==> config.mk <==
export PLATFORM = sky130hd
export DESIGN_NAME = block_bitmap_compactor
export DESIGN_NICKNAME = d
export VERILOG_FILES = /design/src/rtl/bbc_pkg.sv /design/src/rtl/bbc_ram.sv /design/src/rtl/block_bitmap_compactor.sv
export VERILOG_INCLUDE_DIRS = /design/src /design/src/rtl
export SDC_FILE = /design/constraint.sdc
export NUM_CORES = 2
export LEC_CHECK = 0
export ABC_AREA = 1
export BUFFER_PORTS_ARGS = -buffer_cell sky130_fd_sc_hd__clkbuf_2
export CAP_MARGIN = 30
export CORE_UTILIZATION = 37
export DETAILED_ROUTE_END_ITERATION = 6
export GPL_TIMING_DRIVEN = 0
export PLACE_DENSITY = 0.53
export SLEW_MARGIN = 20
export SYNTH_ARGS = -nofsm -noshare
export SYNTH_HDL_FRONTEND = slang
export SYNTH_SLANG_ARGS = --single-unit
==> constraint.sdc <==
create_clock -name clk -period 17.9 [get_ports clk]
set_input_delay 3.58 -clock clk [delete_from_list [all_inputs] [get_ports clk]]
set_output_delay 3.58 -clock clk [all_outputs]
set_load 0.01 [all_outputs]
==> src/rtl/block_bitmap_compactor_defines.svh <==
`ifndef BLOCK_BITMAP_COMPACTOR_DEFINES_SVH
`define BLOCK_BITMAP_COMPACTOR_DEFINES_SVH

// Both expect a clock named clk and an active-low asynchronous reset arst_n in scope.

// Same-cycle implication, checked outside reset.
`define BBC_ASSERT_NOW(label, ante, cons) \
	label: assert property (@(posedge clk) disable iff (!arst_n) (ante) |-> (cons)) \
		else $error("bbc assertion failed");

// Next-cycle implication, checked outside reset.
`define BBC_ASSERT_NEXT(label, ante, cons) \
	label: assert property (@(posedge clk) disable iff (!arst_n) (ante) |=> (cons)) \
		else $error("bbc assertion failed");

`endif

==> src/rtl/bbc_pkg.sv <==
`timescale 1ns / 1ps
`default_nettype none

package bbc_pkg;

	localparam int NUM_BLOCKS = 1024;
	localparam int WORD_W     = 32;
	localparam int ROWS       = NUM_BLOCKS / WORD_W;
	localparam int ROW_W      = $clog2(ROWS);
	localparam int BIT_W      = $clog2(WORD_W);
	localparam int IDX_W      = 10;
	localparam int CNT_W      = 11;
	localparam int SUM_W      = CNT_W + 1;

	localparam logic [ROW_W-1:0] ROW_LAST   = ROW_W'(ROWS - 1);
	localparam logic [SUM_W-1:0] BLOCKS_SUM = SUM_W'(NUM_BLOCKS);

	// request codes
	localparam logic [1:0] MODE_BIT   = 2'd0;
	localparam logic [1:0] MODE_RELOC = 2'd1;
	localparam logic [1:0] MODE_HOLE  = 2'd2;

	typedef logic [WORD_W-1:0] word_t;
	typedef logic [IDX_W-1:0]  idx_t;
	typedef logic [ROW_W-1:0]  row_t;
	typedef logic [BIT_W-1:0]  bitpos_t;

	typedef enum logic [11:0] {
		ST_IDLE    = 12'b0000_0000_0001,
		ST_BIT_RD  = 12'b0000_0000_0010,
		ST_BIT_WR  = 12'b0000_0000_0100,
		ST_CLR_RD  = 12'b0000_0000_1000,
		ST_CLR_WR  = 12'b0000_0001_0000,
		ST_SRCH_RD = 12'b0000_0010_0000,
		ST_SRCH_EV = 12'b0000_0100_0000,
		ST_SET_RD  = 12'b0000_1000_0000,
		ST_SET_WR  = 12'b0001_0000_0000,
		ST_HOLE_RD = 12'b0010_0000_0000,
		ST_HOLE_EV = 12'b0100_0000_0000,
		ST_DONE    = 12'b1000_0000_0000
	} state_t;

	function automatic row_t row_of(input idx_t idx);
		return idx[IDX_W-1:BIT_W];
	endfunction

	function automatic bitpos_t bit_of(input idx_t idx);
		return idx[BIT_W-1:0];
	endfunction

	// lowest set bit, zero when none
	function automatic bitpos_t first_set(input word_t v);
		bitpos_t pos;
		pos = '0;
		for (int i = WORD_W - 1; i >= 0; i--) begin
			if (v[i])
				pos = BIT_W'(i);
		end
		return pos;
	endfunction

	// highest set bit, zero when none
	function automatic bitpos_t last_set(input word_t v);
		bitpos_t pos;
		pos = '0;
		for (int i = 0; i < WORD_W; i++) begin
			if (v[i])
				pos = BIT_W'(i);
		end
		return pos;
	endfunction

	// bits of word row that fall inside the block range lo..last
	function automatic word_t range_mask(input row_t row, input idx_t lo, input idx_t last);
		word_t lo_m;
		word_t hi_m;
		lo_m = (row == row_of(lo)) ? ({WORD_W{1'b1}} << bit_of(lo)) : {WORD_W{1'b1}};
		hi_m = (row == row_of(last)) ? ({WORD_W{1'b1}} >> (~bit_of(last))) : {WORD_W{1'b1}};
		return lo_m & hi_m;
	endfunction

endpackage

`default_nettype wire

==> src/rtl/bbc_ram.sv <==
`timescale 1ns / 1ps
`default_nettype none

module bbc_ram #(
	parameter int WIDTH = 32,
	parameter int DEPTH = 32
) (
	input  wire logic                     clk,
	input  wire logic                     re,
	input  wire logic                     we,
	input  wire logic [$clog2(DEPTH)-1:0] addr,
	input  wire logic [WIDTH-1:0]         wdata,
	output logic      [WIDTH-1:0]         rdata
);

	logic [WIDTH-1:0] mem_q [DEPTH];
	logic [WIDTH-1:0] rdata_q;

	always_ff @(posedge clk) begin
		if (we)
			mem_q[addr] <= wdata;
		if (re)
			rdata_q <= mem_q[addr];
	end

	assign rdata = rdata_q;

endmodule

`default_nettype wire

==> src/rtl/block_bitmap_compactor.sv <==
`timescale 1ns / 1ps
`default_nettype none
`include "block_bitmap_compactor_defines.svh"

// Block bitmap compactor. Holds a 1024-block occupancy map (1 used, 0 free) in a
// 32 x 32-bit single-port RAM and serves one request at a time. A bit write
// (mode 0) stores one bit by read-modify-write. A relocate (mode 1) clears the
// file's range, walks the start back to the beginning of the free run it sits
// in (unless the start block is still used), marks the range at that start and
// returns it; each word touched is read, then written back or evaluated. A
// hole search (mode 2) scans the words from block 0 up, each read and then
// evaluated, for the first free run with a used block on both sides. Ranges
// that run past the map give range_error and leave the map as it was; mode 3
// returns a zero word. Each row of the RAM has a valid flop cleared by reset,
// so a row never written reads as free and no clearing pass is needed after
// reset. The next request is taken as soon as the sequencer is idle, even
// while the previous result still waits in the output register.
module block_bitmap_compactor (
	input  wire logic                      clk,
	input  wire logic                      arst_n,
	input  wire logic                      in_valid,
	output logic                           in_stall,
	input  wire logic [1:0]                mode,
	input  wire logic [bbc_pkg::IDX_W-1:0] block_index,
	input  wire logic [bbc_pkg::CNT_W-1:0] block_count,
	input  wire logic                      bit_value,
	output logic                           out_valid,
	input  wire logic                      out_stall,
	output logic      [bbc_pkg::IDX_W-1:0] new_start,
	output logic                           hole_found,
	output logic      [bbc_pkg::IDX_W-1:0] hole_start,
	output logic      [bbc_pkg::IDX_W-1:0] hole_length,
	output logic                           range_error
);

	import bbc_pkg::*;

	// sequencer state
	state_t          state_q;
	row_t            row_q;
	logic [ROWS-1:0] row_valid_q;
	logic            rd_valid_q;
	logic            in_hole_q;
	logic            prev_msb_q;

	// request being served
	idx_t             idx_q;
	logic [CNT_W-1:0] cnt_q;
	logic             bit_val_q;
	idx_t             lo_q;
	idx_t             last_q;
	idx_t             hole_p_q;

	// result under construction
	idx_t res_new_start_q;
	logic res_hole_found_q;
	idx_t res_hole_start_q;
	idx_t res_hole_length_q;
	logic res_range_error_q;

	// output register
	logic out_valid_q;
	idx_t new_start_q;
	logic hole_found_q;
	idx_t hole_start_q;
	idx_t hole_length_q;
	logic range_error_q;

	// RAM port
	logic  ram_re;
	logic  ram_we;
	word_t ram_wdata;
	word_t ram_rdata;

	bbc_ram #(
		.WIDTH (WORD_W),
		.DEPTH (ROWS)
	) u_map (
		.clk   (clk),
		.re    (ram_re),
		.we    (ram_we),
		.addr  (row_q),
		.wdata (ram_wdata),
		.rdata (ram_rdata)
	);

	// request decode
	logic [SUM_W-1:0] in_sum;
	logic             idx_oob;
	logic             sum_oob;
	logic             req_err;

	assign in_sum  = SUM_W'(block_index) + SUM_W'(block_count);
	assign idx_oob = SUM_W'(block_index) >= BLOCKS_SUM;
	assign sum_oob = in_sum > BLOCKS_SUM;
	assign req_err = ((mode == MODE_BIT) && idx_oob) ||
	                 ((mode == MODE_RELOC) && (idx_oob || sum_oob));

	// word just read; a row never written reads as all free
	word_t word;
	word_t rmask;
	word_t bit_sel;

	assign word    = rd_valid_q ? ram_rdata : '0;
	assign rmask   = range_mask(row_q, lo_q, last_q);
	assign bit_sel = word_t'(1) << bit_of(idx_q);

	// backward search for the start of the free run holding idx_q
	logic             first_row;
	logic             hit_used;
	word_t            cand;
	logic             srch_done;
	idx_t             srch_s;
	logic [SUM_W-1:0] set_sum;

	assign first_row = row_q == row_of(idx_q);
	assign hit_used  = first_row && word[bit_of(idx_q)];
	assign cand      = first_row ? (word & ~({WORD_W{1'b1}} << bit_of(idx_q))) : word;
	assign srch_done = hit_used || (cand != '0) || (row_q == '0);
	assign srch_s    = hit_used ? idx_q :
	                   (cand != '0) ? ({row_q, last_set(cand)} + idx_t'(1)) : '0;
	assign set_sum   = SUM_W'(srch_s) + SUM_W'(cnt_q) - SUM_W'(1);

	// forward hole search: a used-to-free edge, then the next used block
	word_t   fall;
	bitpos_t fall_pos;
	word_t   tail;
	logic    hole_hit;
	idx_t    hole_p;
	idx_t    hole_end;

	assign fall     = ~word & {word[WORD_W-2:0], prev_msb_q};
	assign fall_pos = first_set(fall);
	assign tail     = in_hole_q ? word : (word & ({WORD_W{1'b1}} << fall_pos));
	assign hole_hit = (in_hole_q || (fall != '0)) && (tail != '0);
	assign hole_p   = in_hole_q ? hole_p_q : {row_q, fall_pos};
	assign hole_end = {row_q, first_set(tail)};

	// RAM control
	always_comb begin
		ram_re    = 1'b0;
		ram_we    = 1'b0;
		ram_wdata = word;
		unique case (state_q) inside
			ST_BIT_RD, ST_CLR_RD, ST_SRCH_RD, ST_SET_RD, ST_HOLE_RD: begin
				ram_re = 1'b1;
			end
			ST_BIT_WR: begin
				ram_we    = 1'b1;
				ram_wdata = bit_val_q ? (word | bit_sel) : (word & ~bit_sel);
			end
			ST_CLR_WR: begin
				ram_we    = 1'b1;
				ram_wdata = word & ~rmask;
			end
			ST_SET_WR: begin
				ram_we    = 1'b1;
				ram_wdata = word | rmask;
			end
			default: begin
				ram_re = 1'b0;
			end
		endcase
	end

	// sequencer; payload registers take no reset
	always_ff @(posedge clk or negedge arst_n) begin
		if (!arst_n) begin
			state_q     <= ST_IDLE;
			row_q       <= '0;
			row_valid_q <= '0;
			rd_valid_q  <= 1'b0;
			in_hole_q   <= 1'b0;
			prev_msb_q  <= 1'b0;
			out_valid_q <= 1'b0;
		end else begin
			// capture the row's valid flop alongside the RAM read
			rd_valid_q <= row_valid_q[row_q];
			if (ram_we)
				row_valid_q[row_q] <= 1'b1;

			// load a finished result, or drop the one just taken
			if ((state_q == ST_DONE) && (!out_valid_q || !out_stall))
				out_valid_q <= 1'b1;
			else if (out_valid_q && !out_stall)
				out_valid_q <= 1'b0;

			unique case (state_q)
				ST_IDLE: begin
					if (in_valid) begin
						idx_q             <= block_index;
						cnt_q             <= block_count;
						bit_val_q         <= bit_value;
						res_new_start_q   <= '0;
						res_hole_found_q  <= 1'b0;
						res_hole_start_q  <= '0;
						res_hole_length_q <= '0;
						res_range_error_q <= req_err;
						row_q             <= (mode == MODE_HOLE) ? row_t'(0) :
						                     row_of(block_index);
						case (mode)
							MODE_BIT: begin
								if (idx_oob) begin
									state_q <= ST_DONE;
								end else begin
									state_q <= ST_BIT_RD;
								end
							end
							MODE_RELOC: begin
								if (idx_oob || sum_oob) begin
									state_q <= ST_DONE;
								end else if (block_count == '0) begin
									state_q <= ST_SRCH_RD;
								end else begin
									lo_q    <= block_index;
									last_q  <= in_sum[IDX_W-1:0] - idx_t'(1);
									state_q <= ST_CLR_RD;
								end
							end
							MODE_HOLE: begin
								in_hole_q  <= 1'b0;
								prev_msb_q <= 1'b0;
								state_q    <= ST_HOLE_RD;
							end
							default: begin
								state_q <= ST_DONE;
							end
						endcase
					end
				end
				ST_BIT_RD: begin
					state_q <= ST_BIT_WR;
				end
				ST_BIT_WR: begin
					state_q <= ST_DONE;
				end
				ST_CLR_RD: begin
					state_q <= ST_CLR_WR;
				end
				ST_CLR_WR: begin
					if (row_q == row_of(last_q)) begin
						row_q   <= row_of(idx_q);
						state_q <= ST_SRCH_RD;
					end else begin
						row_q   <= row_q + row_t'(1);
						state_q <= ST_CLR_RD;
					end
				end
				ST_SRCH_RD: begin
					state_q <= ST_SRCH_EV;
				end
				ST_SRCH_EV: begin
					if (srch_done) begin
						res_new_start_q <= srch_s;
						if (cnt_q == '0) begin
							state_q <= ST_DONE;
						end else begin
							lo_q    <= srch_s;
							last_q  <= set_sum[IDX_W-1:0];
							row_q   <= row_of(srch_s);
							state_q <= ST_SET_RD;
						end
					end else begin
						row_q   <= row_q - row_t'(1);
						state_q <= ST_SRCH_RD;
					end
				end
				ST_SET_RD: begin
					state_q <= ST_SET_WR;
				end
				ST_SET_WR: begin
					if (row_q == row_of(last_q)) begin
						state_q <= ST_DONE;
					end else begin
						row_q   <= row_q + row_t'(1);
						state_q <= ST_SET_RD;
					end
				end
				ST_HOLE_RD: begin
					state_q <= ST_HOLE_EV;
				end
				ST_HOLE_EV: begin
					if (hole_hit) begin
						res_hole_found_q  <= 1'b1;
						res_hole_start_q  <= hole_p;
						res_hole_length_q <= hole_end - hole_p;
						state_q           <= ST_DONE;
					end else begin
						// hold the start of an open free run across words
						if (!in_hole_q && (fall != '0)) begin
							in_hole_q <= 1'b1;
							hole_p_q  <= hole_p;
						end
						if (row_q == ROW_LAST) begin
							state_q <= ST_DONE;
						end else begin
							row_q      <= row_q + row_t'(1);
							prev_msb_q <= word[WORD_W-1];
							state_q    <= ST_HOLE_RD;
						end
					end
				end
				ST_DONE: begin
					// advance only when the output register is free or being emptied
					if (!out_valid_q || !out_stall) begin
						new_start_q   <= res_new_start_q;
						hole_found_q  <= res_hole_found_q;
						hole_start_q  <= res_hole_start_q;
						hole_length_q <= res_hole_length_q;
						range_error_q <= res_range_error_q;
						state_q       <= ST_IDLE;
					end
				end
				default: begin
					state_q <= ST_IDLE;
				end
			endcase
		end
	end

	assign in_stall    = state_q != ST_IDLE;
	assign out_valid   = out_valid_q;
	assign new_start   = new_start_q;
	assign hole_found  = hole_found_q;
	assign hole_start  = hole_start_q;
	assign hole_length = hole_length_q;
	assign range_error = range_error_q;

	`BBC_ASSERT_NOW(a_wb_follows_read, ram_we, $past(ram_re) && ($past(row_q) == row_q))
	`BBC_ASSERT_NOW(a_set_in_range, state_q == ST_SET_WR,
		(row_q >= row_of(lo_q)) && (row_q <= row_of(last_q)))
	`BBC_ASSERT_NEXT(a_accept_starts, in_valid && !in_stall, state_q != ST_IDLE)
	`BBC_ASSERT_NEXT(a_done_loads, (state_q == ST_DONE) && (!out_valid_q || !out_stall),
		out_valid_q && (state_q == ST_IDLE))
	`BBC_ASSERT_NOW(a_hole_bounded, out_valid_q && hole_found_q,
		(hole_start_q != '0) && (hole_length_q != '0) && !range_error_q)

endmodule

`default_nettype wire
==> metrics <==
cells on worst reg2reg path 50; status complete, but fails checks; Post-CTS Setup Repair Bufs 0; Max Fclk roughly 0.13 GHz; reg2reg end last_q[9]$_DFFE_PP_; vias per std cell 5.79; Tot Pwr ~11000 uW; Via Count 39900; first-iteration detailed-routing DRC count around 4700; critical path class reg -> reg; Layout area overhead 19.6%; clk_lat worst skew roughly 0.8 ns; Layout Skew a little under 0.05 ns; layout cells sized above 1 approximately 11%; average cell area after synthesis 11.6 um^2; worst-margin pin slew between 1 and 1.5 ns; Post-Syn Nets roughly 4600; reg2reg setup slack around 10 ns; Yosys warnings 0; clock-pin slew on the worst setup and hold paths about 0.06 ns; CP startpoint kind flip-flop; GPL Wtd Cong about 0.95; Fill cells about 13000; Most used DFF post-synth edfxtp_1; post-cts sizing count 0; starting density of the core 37.4%; Post-Synthesis Cells 4558; CP Max Fanout 10; commonest non-fill, non-tap cell in the layout edfxtp_1; Tmin final about 7.6 ns; Post-synth EDFFs ~1200; hold_buf cts 0; vias in the first global route 37700; met3 usage about 5.5%; number of H-tree levels 4; maxcap violations 0; slowest cell delay on critical path 0.64 ns; register area share after synthesis roughly 69%; RSZ-0062 raised after global routing no; number of I/O pins 62; final setup fails 0; Die W roughly 380 um; WL final 203000 um; crit path DAT approximately 8 ns; DPL Wire Length roughly 140000 um; hold path cells 0; Min-Delay Endpoint hole_start[3]$_DFFE_PP_; Core Rows between 100 and 150; Setup crit end kind flip-flop; GRT busiest layer met2; fin crit share around 43%; DRC 3; Die ar. around 0.14 mm^2; setup TNS 0 ns; GR Util met1 about 37%; Leak approximately 0.023 uW; Power Density between 150 and 200 mW/mm^2; worst min-delay path startpoint res_hole_start_q[3]$_SDFFCE_PN0P_; count of buffers from port buffering 61; Hold Violations, Final 0; initial antenna violation count 7; Root Driver clkbuf_16; largest net degree at the start of global routing 36; most frequent cells in the layout 1172 x edfxtp_1, 725 x nor2_1, 641 x o21ai_0; maximum root-to-sink buffer count 3; Die H between 300 and 400 um; All-Layer GR Usage between 20% and 30%; Antenna Violating Nets Remaining 0; core footprint 0.142 mm^2; relative slew slack between 10% and 20%; Most common cell on crit path nand2_1; Worst Hold Class reg -> reg; CP max-delay cell dfrtp_1; Sink Count between 1000 and 1500; Final nets slightly below 5000; CTS tree done; violated checks DRC; Peak VDD IR between 0.1 and 0.15 mV; met2 Use GR ~43%; post-synth cell types between 60 and 70; global-route wire length before repair roughly 280000 um; routed len/inst 29.4 um; Netlist Area Pre-Place roughly 0.053 mm^2; max-slew violations 0; #FFs+latches synth approximately 1200; FF-to-FF Start row_q[1]$_DFFE_PN0P_; gr ovfl total 0; WP data required between 15 and 20 ns; CTS Buf Count 134; drt pass-1 iters 7; Async S/R FF share, synth 4.33%
-- through the flow --
stage / cell area (um^2) / hold WS (ns) / worst slack, ns / cells / util, %
after floorplan: 53100 / 0.400 / 11.36 / 4558 / -
after global placement: 55700 / 0.400 / 8.80 / 6509 / 39.3
after detailed placement: 59000 / 0.405 / 10.25 / 6632 / 41.6
after CTS: 63400 / 0.418 / 10.33 / 6878 / 44.7
after global routing: 63400 / 0.422 / 9.52 / 6884 / 44.7
final: 63500 / 0.417 / 10.26 / 6886 / 44.7
-- how the worst max path moves through the flow --
| stage | from | end | slack (ns) | cells after the start |
|---|---|---|---|---|
| after floorplan | block_index[2] | last_q[0]$_DFFE_PP_ | 11.36 | 17 |
| after global placement | row_q[0]$_DFFE_PN0P_ | u_map.mem_q[20][15]$_DFFE_PP_ | 8.80 | 8 |
| after detailed placement | block_index[2] | last_q[5]$_DFFE_PP_ | 10.25 | 18 |
| after CTS | row_q[1]$_DFFE_PN0P_ | last_q[9]$_DFFE_PP_ | 10.33 | 50 |
| after global routing | row_q[1]$_DFFE_PN0P_ | last_q[9]$_DFFE_PP_ | 9.52 | 50 |
| final | row_q[1]$_DFFE_PN0P_ | last_q[9]$_DFFE_PP_ | 10.26 | 50 |
-- cells in the mapped netlist, types with 32 or more instances --
master	n	share of area [%]
a221oi_1	70	1.2
edfxtp_1	1172	66
nand3_1	83	0.78
a21oi_1	93	0.88
nand2_1	420	3.0
clkbuf_1	229	1.6
inv_1	287	2.0
nor3_1	32	0.30
ha_1	43	1.0
a22o_1	63	1.0
nor2_1	759	5.4
dfrtp_1	52	2.5
o21ai_0	644	6.1
o22ai_1	270	3.2
-- report_power, final --
group	internal, uW	leakage [uW]	total (uW)	switching [uW]
sequential	3450	0.0119	3520	71.8
combinational	1290	0.00857	4770	3480
clock	1570	0.00212	2780	1210
-- registers in the layout, indices dropped and copies added, names as in the netlist, 10 cells and up --
name	cells
state_q	12
last_q	10
idx_q	10
hole_p_q	10
cnt_q	11
u_map.mem_q	1024
hole_start	10
res_new_start_q	10
new_start	10
res_hole_length_q	10
lo_q	10
u_map.rdata	32
hole_length	10
row_valid_q	32
res_hole_start_q	10
-- cell families (layout without fill, tap and decap cells) --
family | after synthesis | count (layout) | share of synthesized area (%)
adders and majority gates | 46 | 46 | 1.13
buffers and inverters | 566 | 1002 | 4.07
xor gates and xnor gates | 33 | 33 | 0.545
other | 0 | 2 | 0
DFF | 1225 | 1225 | 68.8
AOI/OAI and AO/OA | 1295 | 1295 | 14.7
and+or+nand+nor | 1393 | 1393 | 10.7
-- metal layers --
metal	routed length (um)	up-vias
met5	7	-
met4	9710	2
met3	19000	360
met2	91500	2140
met1	82600	20000
li1	-	17400
-- critical path: cells and delay by family, from the launching register on --
kind	cells	cell delay (ns)
buffers and inverters	4	0.63
and+or+nand+nor	26	2.24
adders and majority gates	3	0.84
xor gates and xnor gates	2	0.32
DFF	1	0.64
AOI/OAI and AO/OA	15	2.77
-- cell type report --
| cell class | instances | area [um^2] | share of cell area, % |
|---|---|---|---|
| sequential | 1225 | 36500 | 57.6 |
| multi-input combinational | 2767 | 15200 | 24.0 |
| clock buffer | 170 | 3510 | 5.53 |
| timing repair buffer | 190 | 2790 | 4.39 |
| tap | 1890 | 2360 | 3.73 |
| inverter | 313 | 1180 | 1.86 |
| buffer | 253 | 1000 | 1.58 |
| clock inverter | 76 | 878 | 1.38 |
| antenna | 2 | 5.00 | 0.00789 |
Note: power is estimated with default switching activity, not from simulation.
